### src/rtl/smrg_pkg.sv
package smrg_pkg;

  // Generator and shuffle table geometry.
  localparam int unsigned TableSize    = 32;
  localparam int unsigned WarmupSteps  = 8;
  localparam int unsigned LcgMult      = 16807;
  localparam int unsigned LcgMod       = 32'h7FFF_FFFF;
  localparam int unsigned NearOneLimit = 2147483390;

  localparam int unsigned GenW   = 32;
  localparam int unsigned ValW   = 31;
  localparam int unsigned MultW  = $clog2(LcgMult + 1);
  localparam int unsigned ProdW  = GenW + MultW;
  localparam int unsigned IdxW   = $clog2(TableSize);
  localparam int unsigned CntW   = $clog2(TableSize + WarmupSteps + 1);

  // The last output is split into TableSize buckets of this size. The bucket
  // size is a power of two for every power-of-two table size of two or more.
  localparam int unsigned BucketDiv = 1 + (LcgMod - 1) / TableSize;
  localparam int unsigned IdxShift  = $clog2(BucketDiv);

  typedef enum logic [2:0] {
    StFetch,
    StInitStart,
    StInitMul,
    StInitRed,
    StInitDone,
    StDrawFin,
    StSeedEmit
  } step_e;

  typedef enum logic [1:0] {
    JmpNext,
    JmpDispatch,
    JmpLoop,
    JmpWaitOut
  } jump_e;

  typedef struct packed {
    logic  in_ready;
    logic  ld_prod;
    logic  rd_mem;
    logic  ld_start;
    logic  loop_step;
    logic  ld_result;
    logic  ld_zero;
    jump_e jump;
    step_e target;
  } ctrl_t;

  typedef struct packed {
    logic in_valid;
    logic command;
    logic need_init;
    logic cnt_zero;
    logic out_free;
  } status_t;

  function automatic ctrl_t ucode(step_e step);
    ctrl_t c;
    c = '0;
    c.jump   = JmpNext;
    c.target = StFetch;
    case (step)
      StFetch: begin
        c.in_ready = 1'b1;
        c.ld_prod  = 1'b1;
        c.rd_mem   = 1'b1;
        c.jump     = JmpDispatch;
        c.target   = StFetch;
      end
      StInitStart: begin
        c.ld_start = 1'b1;
        c.target   = StInitMul;
      end
      StInitMul: begin
        c.ld_prod = 1'b1;
        c.target  = StInitRed;
      end
      StInitRed: begin
        c.loop_step = 1'b1;
        c.jump      = JmpLoop;
        c.target    = StInitDone;
      end
      StInitDone: begin
        c.ld_prod = 1'b1;
        c.rd_mem  = 1'b1;
        c.target  = StDrawFin;
      end
      StDrawFin: begin
        c.ld_result = 1'b1;
        c.jump      = JmpWaitOut;
        c.target    = StFetch;
      end
      StSeedEmit: begin
        c.ld_zero = 1'b1;
        c.jump    = JmpWaitOut;
        c.target  = StFetch;
      end
      default: begin
        c.target = StFetch;
      end
    endcase
    return c;
  endfunction

endpackage

### src/rtl/shuffled_minstd_random_generator_unit.sv
// Minimal-standard generator (x <- 16807 * x mod 2^31-1) behind a 32-entry
// shuffle table. A request with tuser set loads tdata as the new generator
// value and answers with a zero result; a request with tuser clear draws one
// 31-bit number, returned in m_axis_tdata with m_axis_tuser flagging values at
// or above 2147483390. A seed and an ordinary draw each take two steps, with
// the result registered in the second once the output register is free: the
// fetch step registers the product of the one multiplier, and the second step
// either reduces it and writes the drawn value or, for a seed, writes the zero
// result. A draw that must first rebuild the table (after reset, after a
// non-positive seed, or after a returned zero) adds a start step, a multiply
// and a reduce step for each of TableSize + WarmupSteps generator steps on the
// same multiplier and reduction, and a done step. One request is in work at a
// time; a new one is taken while the previous result still waits in the output
// register, but a result that finds that register still full holds the block
// in its last step until the register drains.
module shuffled_minstd_random_generator_unit (
  input  logic        clk_i,
  input  logic        rst_ni,
  input  logic        s_axis_tvalid,
  output logic        s_axis_tready,
  input  logic [31:0] s_axis_tdata,   // [31:0] seed_value (signed)
  input  logic        s_axis_tuser,   // [0] command
  output logic        m_axis_tvalid,
  input  logic        m_axis_tready,
  output logic [31:0] m_axis_tdata,   // [30:0] random_value, [31] zero
  output logic        m_axis_tuser    // [0] near_one
);
  import smrg_pkg::*;

  ctrl_t   ctrl;
  status_t status;

  logic [GenW-1:0]  g_q;
  logic [ProdW-1:0] prod_q;
  logic [ValW-1:0]  last_q;
  logic [CntW-1:0]  cnt_q;
  logic [ValW-1:0]  rd_q;
  logic [ValW-1:0]  mem [TableSize];

  logic            out_valid_q;
  logic [ValW-1:0] out_value_q;
  logic            out_near_q;

  logic            out_free;
  logic            draw_commit;
  logic            zero_commit;
  logic            accept;
  logic [GenW-1:0] sum;
  logic [ValW-1:0] red;
  logic [GenW-1:0] start_value;
  logic [ValW-1:0] bucket;
  logic [IdxW-1:0] idx;
  logic            cnt_in_table;
  logic            mem_we;
  logic [IdxW-1:0] mem_waddr;

  smrg_sequencer u_sequencer (
    .clk_i    (clk_i),
    .rst_ni   (rst_ni),
    .status_i (status),
    .ctrl_o   (ctrl)
  );

  assign out_free    = !out_valid_q || m_axis_tready;
  assign accept      = ctrl.in_ready && s_axis_tvalid;
  assign draw_commit = ctrl.ld_result && out_free;
  assign zero_commit = ctrl.ld_zero && out_free;

  always_comb begin
    status.in_valid  = s_axis_tvalid;
    status.command   = s_axis_tuser;
    status.need_init = g_q[GenW-1] || (g_q == '0) || (last_q == '0);
    status.cnt_zero  = (cnt_q == '0);
    status.out_free  = out_free;
  end

  // The product splits at bit 31; since 2^31 is one more than the modulus the
  // high part simply adds to the low part, and one subtraction finishes it.
  always_comb begin
    sum = GenW'(prod_q[ValW-1:0]) + GenW'(prod_q[ProdW-1:ValW]);
    if (sum >= GenW'(LcgMod)) begin
      red = ValW'(sum - GenW'(LcgMod));
    end else begin
      red = ValW'(sum);
    end
  end

  // A negative generator value restarts from its magnitude, anything else
  // from one; the most negative value becomes 2^31.
  assign start_value = g_q[GenW-1] ? (GenW'(0) - g_q) : GenW'(1);

  always_comb begin
    bucket = last_q >> IdxShift;
    if (bucket >= ValW'(TableSize)) begin
      idx = IdxW'(TableSize - 1);
    end else begin
      idx = bucket[IdxW-1:0];
    end
  end

  assign cnt_in_table = (cnt_q < CntW'(TableSize));
  assign mem_we       = (ctrl.loop_step && cnt_in_table) || draw_commit;
  assign mem_waddr    = ctrl.loop_step ? cnt_q[IdxW-1:0] : idx;

  always_ff @(posedge clk_i or negedge rst_ni) begin
    if (!rst_ni) begin
      g_q    <= '0;
      last_q <= '0;
      cnt_q  <= '0;
    end else begin
      if (accept && s_axis_tuser) begin
        g_q <= s_axis_tdata;
      end else if (ctrl.ld_start) begin
        g_q <= start_value;
      end else if (ctrl.loop_step || draw_commit) begin
        g_q <= GenW'(red);
      end

      if (ctrl.ld_start) begin
        cnt_q <= CntW'(TableSize + WarmupSteps - 1);
      end else if (ctrl.loop_step) begin
        cnt_q <= cnt_q - CntW'(1);
      end

      // The final rebuild step writes entry zero, which is also the new
      // last output.
      if (ctrl.loop_step && status.cnt_zero) begin
        last_q <= red;
      end else if (draw_commit) begin
        last_q <= rd_q;
      end
    end
  end

  always_ff @(posedge clk_i) begin
    if (ctrl.ld_prod) begin
      prod_q <= ProdW'(g_q) * ProdW'(LcgMult);
    end
  end

  always_ff @(posedge clk_i) begin
    if (mem_we) begin
      mem[mem_waddr] <= red;
    end
    if (ctrl.rd_mem) begin
      rd_q <= mem[idx];
    end
  end

  always_ff @(posedge clk_i or negedge rst_ni) begin
    if (!rst_ni) begin
      out_valid_q <= 1'b0;
    end else if (draw_commit || zero_commit) begin
      out_valid_q <= 1'b1;
    end else if (m_axis_tready) begin
      out_valid_q <= 1'b0;
    end
  end

  always_ff @(posedge clk_i) begin
    if (draw_commit) begin
      out_value_q <= rd_q;
      out_near_q  <= (rd_q >= ValW'(NearOneLimit));
    end else if (zero_commit) begin
      out_value_q <= '0;
      out_near_q  <= 1'b0;
    end
  end

  assign s_axis_tready = ctrl.in_ready;
  assign m_axis_tvalid = out_valid_q;
  assign m_axis_tdata  = {1'b0, out_value_q};
  assign m_axis_tuser  = out_near_q;

endmodule

### src/rtl/smrg_sequencer.sv
module smrg_sequencer (
  input  logic             clk_i,
  input  logic             rst_ni,
  input  smrg_pkg::status_t status_i,
  output smrg_pkg::ctrl_t   ctrl_o
);
  import smrg_pkg::*;

  step_e step_q, step_d;
  ctrl_t ctrl;

  // Control word of the current step.
  always_comb begin
    ctrl = ucode(step_q);
  end

  always_comb begin
    step_d = step_q;
    case (ctrl.jump)
      JmpNext: begin
        step_d = ctrl.target;
      end
      JmpDispatch: begin
        if (status_i.in_valid) begin
          if (status_i.command) begin
            step_d = StSeedEmit;
          end else if (status_i.need_init) begin
            step_d = StInitStart;
          end else begin
            step_d = StDrawFin;
          end
        end
      end
      JmpLoop: begin
        step_d = status_i.cnt_zero ? ctrl.target : StInitMul;
      end
      JmpWaitOut: begin
        if (status_i.out_free) begin
          step_d = ctrl.target;
        end
      end
      default: begin
        step_d = StFetch;
      end
    endcase
  end

  always_ff @(posedge clk_i or negedge rst_ni) begin
    if (!rst_ni) begin
      step_q <= StFetch;
    end else begin
      step_q <= step_d;
    end
  end

  assign ctrl_o = ctrl;

endmodule

### config.mk
export PLATFORM = sky130hd
export DESIGN_NAME = shuffled_minstd_random_generator_unit
export DESIGN_NICKNAME = d
export VERILOG_FILES = /design/src/rtl/smrg_pkg.sv /design/src/rtl/shuffled_minstd_random_generator_unit.sv /design/src/rtl/smrg_sequencer.sv
export SDC_FILE = /design/constraint.sdc
export NUM_CORES = 2
export LEC_CHECK = 0
export ABC_CLOCK_PERIOD_IN_PS = 17950
export BUFFER_PORTS_ARGS = -buffer_cell sky130_fd_sc_hd__buf_2
export CORE_MARGIN = 2
export CORE_UTILIZATION = 65
export DETAILED_ROUTE_END_ITERATION = 10
export MAX_ROUTING_LAYER = met4
export PLACE_DENSITY_LB_ADDON = 0.15
export REMOVE_ABC_BUFFERS = 1
export SYNTH_ARGS = -nofsm -noshare
export SYNTH_HDL_FRONTEND = slang
export SYNTH_SLANG_ARGS = --single-unit
### constraint.sdc
create_clock -name clk_i -period 17.95 [get_ports clk_i]
set_input_delay 1.795 -clock clk_i [delete_from_list [all_inputs] [get_ports clk_i]]
set_output_delay 1.795 -clock clk_i [all_outputs]
set_load 0.01 [all_outputs]
**Word level (Yosys, flattened, before mapping)**

Memories as Yosys holds them, arrays and structs flattened. A register that Yosys moved wholly into a read port is not among the register bits.
Cells that the tools add are included.

- Flip-flop bits (word level): 152
- Memory bits (writable): 992
- Input port bits: 37
- Logic and storage cells: 90
- Memories kept: 1

Memory list:

| name | depth | bits a word | rd ports | clocked after memory_dff | wr ports | line | RTL |
|---|---|---|---|---|---|---|---|
| mem | 32 | 31 | 1 | 1 | 1 | shuffled_minstd_random_generator_unit.sv:38 | `logic [ValW-1:0] mem [TableSize];` |

- $add $sub $neg: 4
- Multipliers: 1
- Magnitude comparators: 4
- Equal/unequal tests: 11
- Mux-type cells: 34
- Reduce and logical (&&, ||, !) cells: 27

Operator list:

| kind | number |
|---|---|
| $mux 31 | 5 |
| $mux 32 | 4 |
| $mul 32x15->47 const B | 1 |
| $add 31x16->32 | 1 |
| $ge 32x31->1 const B | 1 |
| $logic_not 32->1 | 1 |
| $sub 1x32->32 const A | 1 |
| $ge 31x31->1 const B | 1 |
| $logic_not 31->1 | 1 |
| $sub 31x31->31 const B | 1 |
| $pmux 3 s4 | 2 |
| $mux 3 | 5 |
| $mux 1 | 13 |
| $mux 6 | 2 |
| $mux 5 | 2 |
| $eq 3x3->1 const B | 3 |
| $reduce_bool 2->1 | 4 |
| $eq 3x2->1 const B | 2 |
| $ge 5x6->1 const B | 1 |
| $logic_and 1x1->1 | 6 |
| $logic_not 6->1 | 1 |
| $logic_or 1x1->1 | 6 |
| $lt 6x6->1 const B | 1 |
| $pmux 2 s3 | 1 |
| 12 further kinds | 15 |

**Logic depth before layout (Yosys ltp)**

- Depth after elaboration: 7
- Mapped depth: 24
- Depth with buffers taken out: 24

**Cells and area by module**

A second synthesis with hierarchy kept.

- Cell total of the unflattened synthesis: 3304
- Area total of the unflattened synthesis: 55719.7 sq um

By module, submodules not included:

| module | instances | cells an instance | area an instance (sq um) |
|---|---|---|---|
| shuffled_minstd_random_generator_unit | 1 | 3262 | 55409.4 |
| smrg_sequencer | 1 | 42 | 310.3 |

**Worst setup path before layout**

No wires, ideal clock.

- Path kind: reg-to-reg
- Start: register g_q[13]
- End: register prod_q[44], data pin
- Setup time: 0.263 ns
- Data arrival time: 5.956 ns
- Required time: 17.687 ns
- Setup slack: 11.730 ns
- Cell stages (with the launch flop): 25
- Buffers on the path: 0
- Path through: dfrtp_1 -> inv_1 -> fa_1 -> inv_1 -> ha_1 -> fa_1 -> inv_1 -> fa_1 -> inv_1 -> fa_1 -> inv_1 -> fa_1 -> inv_1 -> ha_1 -> a21o_1 -> a21o_1 -> a221o_1 -> a31oi_1 -> o21ai_0 -> a21oi_1 -> o31ai_1 -> a311oi_1 -> o21bai_1 -> a21oi_1 -> xnor2_1

- Word-level cells in the longest chain between the ends: 1

Ends and longest elaborated chain:

| item | line | RTL |
|---|---|---|
| start: declaration | shuffled_minstd_random_generator_unit.sv:33 | `logic [GenW-1:0] g_q;` |
| start signal: assignment | shuffled_minstd_random_generator_unit.sv:112 | `g_q <= s_axis_tdata;` |
| start signal: assignment | shuffled_minstd_random_generator_unit.sv:114 | `g_q <= start_value;` |
| start signal: assignment | shuffled_minstd_random_generator_unit.sv:116 | `g_q <= GenW'(red);` |
| $mul 32x15->47 | shuffled_minstd_random_generator_unit.sv:137 | `prod_q <= ProdW'(g_q) * ProdW'(LcgMult);` |
| end signal: assignment | shuffled_minstd_random_generator_unit.sv:137 |  |
| end: declaration | shuffled_minstd_random_generator_unit.sv:34 | `logic [ProdW-1:0] prod_q;` |

No other way between the ends.
A chain may end at the register's enable or synchronous reset.

**Worst setup path after layout**

- Start: register g_q[14]
- End: register prod_q[44], data pin

Same word-level chain as after synthesis.

==> impl.org <==
** Synth
- Dominant synthesized flop cell :: edfxtp_1
- In this run, synthesis inferred 1,102 flip-flops with an integrated enable.
- Yosys instantiated no cell more often than edfxtp_1.
- Sequential cell area fraction in the yosys report :: 0.629
- Area fraction of the dominant cell type after synthesis :: 0.596
- Share of async-settable or async-resettable flops after synthesis :: 0.0621
- Synthesized area divided by synthesized cell count :: 16.8 um^2
- Post-synth top area cell :: edfxtp_1
- The synthesized design contains 1,175 register bits.
- Sorting the synthesized cells by area gives the leading types as edfxtp_1, mux4_2, ha_1.
- Commonest cells in the synthesized netlist :: edfxtp_1, inv_1, mux4_2, ha_1, fa_1
- During synthesis, Yosys emitted a total of 0 warnings.
- Synthesized netlist cell count :: 3,312
- Number of unique standard cell types used by synthesis :: 76
- The cell area that synthesis handed to floorplanning was 55,500 um^2.

** Placed design
- DP Wirelength :: 91.9 mm
- Before CTS, the worst setup slack after placement is 10.62 ns.
- Buffers placed on the I/O ports in this run total 70.
- Routability cong. :: 1.01

** Timing
- Final setup violating endpoints :: 0
- For the pin with the worst max-slew slack, the measured transition is 1.46 ns.
- After layout, the minimum clock period comes to 7.38 ns.
- Setup repair after global routing left no endpoint under its margin.
- In the finished design, the share of the clock period the worst path needs comes to 0.411.
- The max-slew violation total from the final report came to 0.
- Post-Route Skew :: 0.0607 ns
- Minimum setup slack in the final design :: 10.57 ns
- Highest achievable clock rate :: 136 MHz
- Setup tns final :: 0 ns
- The worst pin sits at a relative slew slack of 0.0278.
- The final hold violation count is 0.

** Worst hold path
- Class of the tightest hold or removal check :: flop to flop
- In this run the most critical hold path is launched from cnt_q[0].

** GRT
- Maximum number of pins on one net before global-route repair :: 102
- The first global-routing pass estimated 235 mm of wire.
- Number of global-route vias before repair :: 33,100
- Total Routing Usage GR :: 0.397
- Antenna violations before repair :: 3
- Total congestion overflow :: 0

** Route
- Top Metal Used :: met4
- Across all layers, the routed design uses 32,100 vias.
- In the final routing, the length of wire on met1 measures 55.0 mm.
- Wire segments on met3 add up to 17.3 mm in the final route.
- Detail Route Antenna Nets :: 0
- The final layout contains routed wiring with a total length of 164 mm.
- First-pass detailed-route iteration total :: 5
- Wire segments on met2 add up to 82.5 mm in the final route.
- Wirelength per Cell :: 34.8 um
- Dividing the detail-routed via count by the number of cells gives 6.83.
- Iteration-0 DRC count of the detailed router :: 4,402
- After detailed routing, the number of remaining DRC violations is 0.

** Layout
- Net count of the finished layout :: 3,874
- In the final layout, the share of cells above drive strength 1 is 0.207.
- Area taken by flip-flops and latches :: 34,900 um^2
- The multi-input combinational cells in the finished layout cover a total of 19,200 um^2.
- Synth-to-Final Area Change :: 11.1%
- Filler cells :: 4,956

** CTS
- Clk sink count :: 1,175
- Hold-fix buffers at CTS :: 0
- In this run, CTS created clock tree buffers numbering 114.
- In this run the post-CTS setup repair buffer count came out at 0.
- The cell sitting at the root of the clock tree is a clkbuf_16.
- In this run the deepest clock path goes through 3 buffers.
- TritonCTS built the clock tree.
- Clock-pin slew was measured on the worst setup and hold paths at 0.06 ns.
- Worst-Skew Late Latency :: 0.73 ns
- The H-tree was split into 3 levels.
- Number of cells upsized or downsized after cts :: 0

** Critical path
- STA classifies the critical path startpoint as a flop.
- The startpoint identified for the worst register-to-register timing path is g_q[14].
- Critical path origin :: g_q[14]
- Data on the critical path is required at its endpoint by 18.38 ns.
- CP Class :: flop to flop
- Data arrival time of the critical path :: 7.80 ns
- STA classifies the critical path endpoint as a flop.
- Of all nets on the critical path, the largest fanout is 6.

** Job
- Max-cap check violation count :: 0

** Floorplanning
- After floorplanning, the core was divided into 107 placement rows.
- The initial utilization of the core area, before any placement, comes to 0.654.
- The die covers 87,700 um^2.
- In this run the standard cell core region covers 84,900 um^2.
- In this run the horizontal extent of the chip is 296 um.
- Die height :: 296 um
- Number of primary I/O pins :: 72

** Status
- Run status :: completed
[final cells by class]
cell class / instances / area share
flip-flops and latches: 1175 / 0.567
multi-input cells: 1665 / 0.311
clock buffers: 145 / 0.0495
well taps: 1144 / 0.0232
inverters: 349 / 0.0212
repair buffers: 149 / 0.0155
clock inverters: 69 / 0.0125
diodes: 2 / 0.0000812
[layer usage]
layer,GRT usage,up-vias
met5,-,-
met4,0.177,0
met3,0.0764,488
met2,0.644,2307
met1,0.493,16300
li1,-,13000
[through the flow]
step | util | hold slack (ns) | cell area (um^2) | std cells
CTS | 0.726 | 0.584 | 61600 | 4696
finish | 0.726 | 0.581 | 61700 | 4698
global placement | 0.681 | 0.535 | 57800 | 4482
floorplan | - | 0.517 | 55000 | 3189
detailed placement | 0.681 | 0.543 | 57800 | 4482
global route | 0.726 | 0.597 | 61700 | 4698
[worst max-delay path, stage by stage (launching register included)]
cell and delay [ns]:
dfrtp_1 0.48, inv_1 0.21, fa_1 0.54, inv_1 0.05, ha_1 0.29, fa_1 0.52
inv_1 0.05, fa_1 0.47, inv_1 0.06, fa_1 0.54, inv_1 0.06, fa_1 0.54
inv_1 0.05, ha_1 0.35, a21o_1 0.17, a21o_1 0.17, a221o_1 0.35, a31oi_1 0.46
o21ai_0 0.36, a21oi_1 0.36, o31ai_1 0.16, a311oi_1 0.42, o21bai_1 0.11, a21oi_1 0.23
xnor2_1 0.09
[placed cells by master (no fill, tap or decap), types with 68 or more instances in the layout]
cell / Yosys / layout
nand2_1: 109 / 109
clkbuf_16: 0 / 116
nor2_1: 113 / 72
a21oi_1: 126 / 124
mux4_2: 310 / 310
ha_1: 244 / 244
buf_2: 5 / 69
fa_1: 139 / 139
xnor2_1: 77 / 68
edfxtp_1: 1102 / 1102
inv_1: 349 / 349
dfrtp_1: 73 / 68
buf_4: 2 / 79
[cell families (layout without fill, tap and decap cells)]
family                     Yosys count  after routing  share of synthesized area
AOI/OAI and AO/OA                  378            378                     0.0431
xor gates and xnor gates            98             98                     0.0155
adders and majority gates          383            383                      0.105
buffers and inverters              472            712                     0.0323
DFF                               1175           1175                      0.629
muxes                              356            356                      0.135
other                                1              3                  0.0000676
and+or+nand+nor                    449            449                     0.0398
[state kept, by name, summed over array words and instances, names as in the netlist]
signal,flops
m_axis_tuser,1
last_q,31
g_q,32
mem,992
cnt_q,6
m_axis_tvalid,1
out_value_q,31
prod_q,47
u_sequencer.step_q,3
rd_q,31
[final timing paths]
| check | cells after the start | end | slack, ns |
|---|---|---|---|
| min in group asynchronous | 1 | g_q[7] | 1.07 |
| max in group asynchronous | 2 | last_q[29] | 15.63 |
| worst min-delay path | 1 | cnt_q[0] | 0.58 |
| worst max-delay path | 24 | prod_q[44] | 10.57 |
| worst min register to register | 1 | cnt_q[0] | 0.58 |
| worst max register to register | 24 | prod_q[44] | 10.57 |
Power is left out: the tool's default activity adds up to more than one toggle a clock period on the data nets, which glitch-free logic cannot reach.
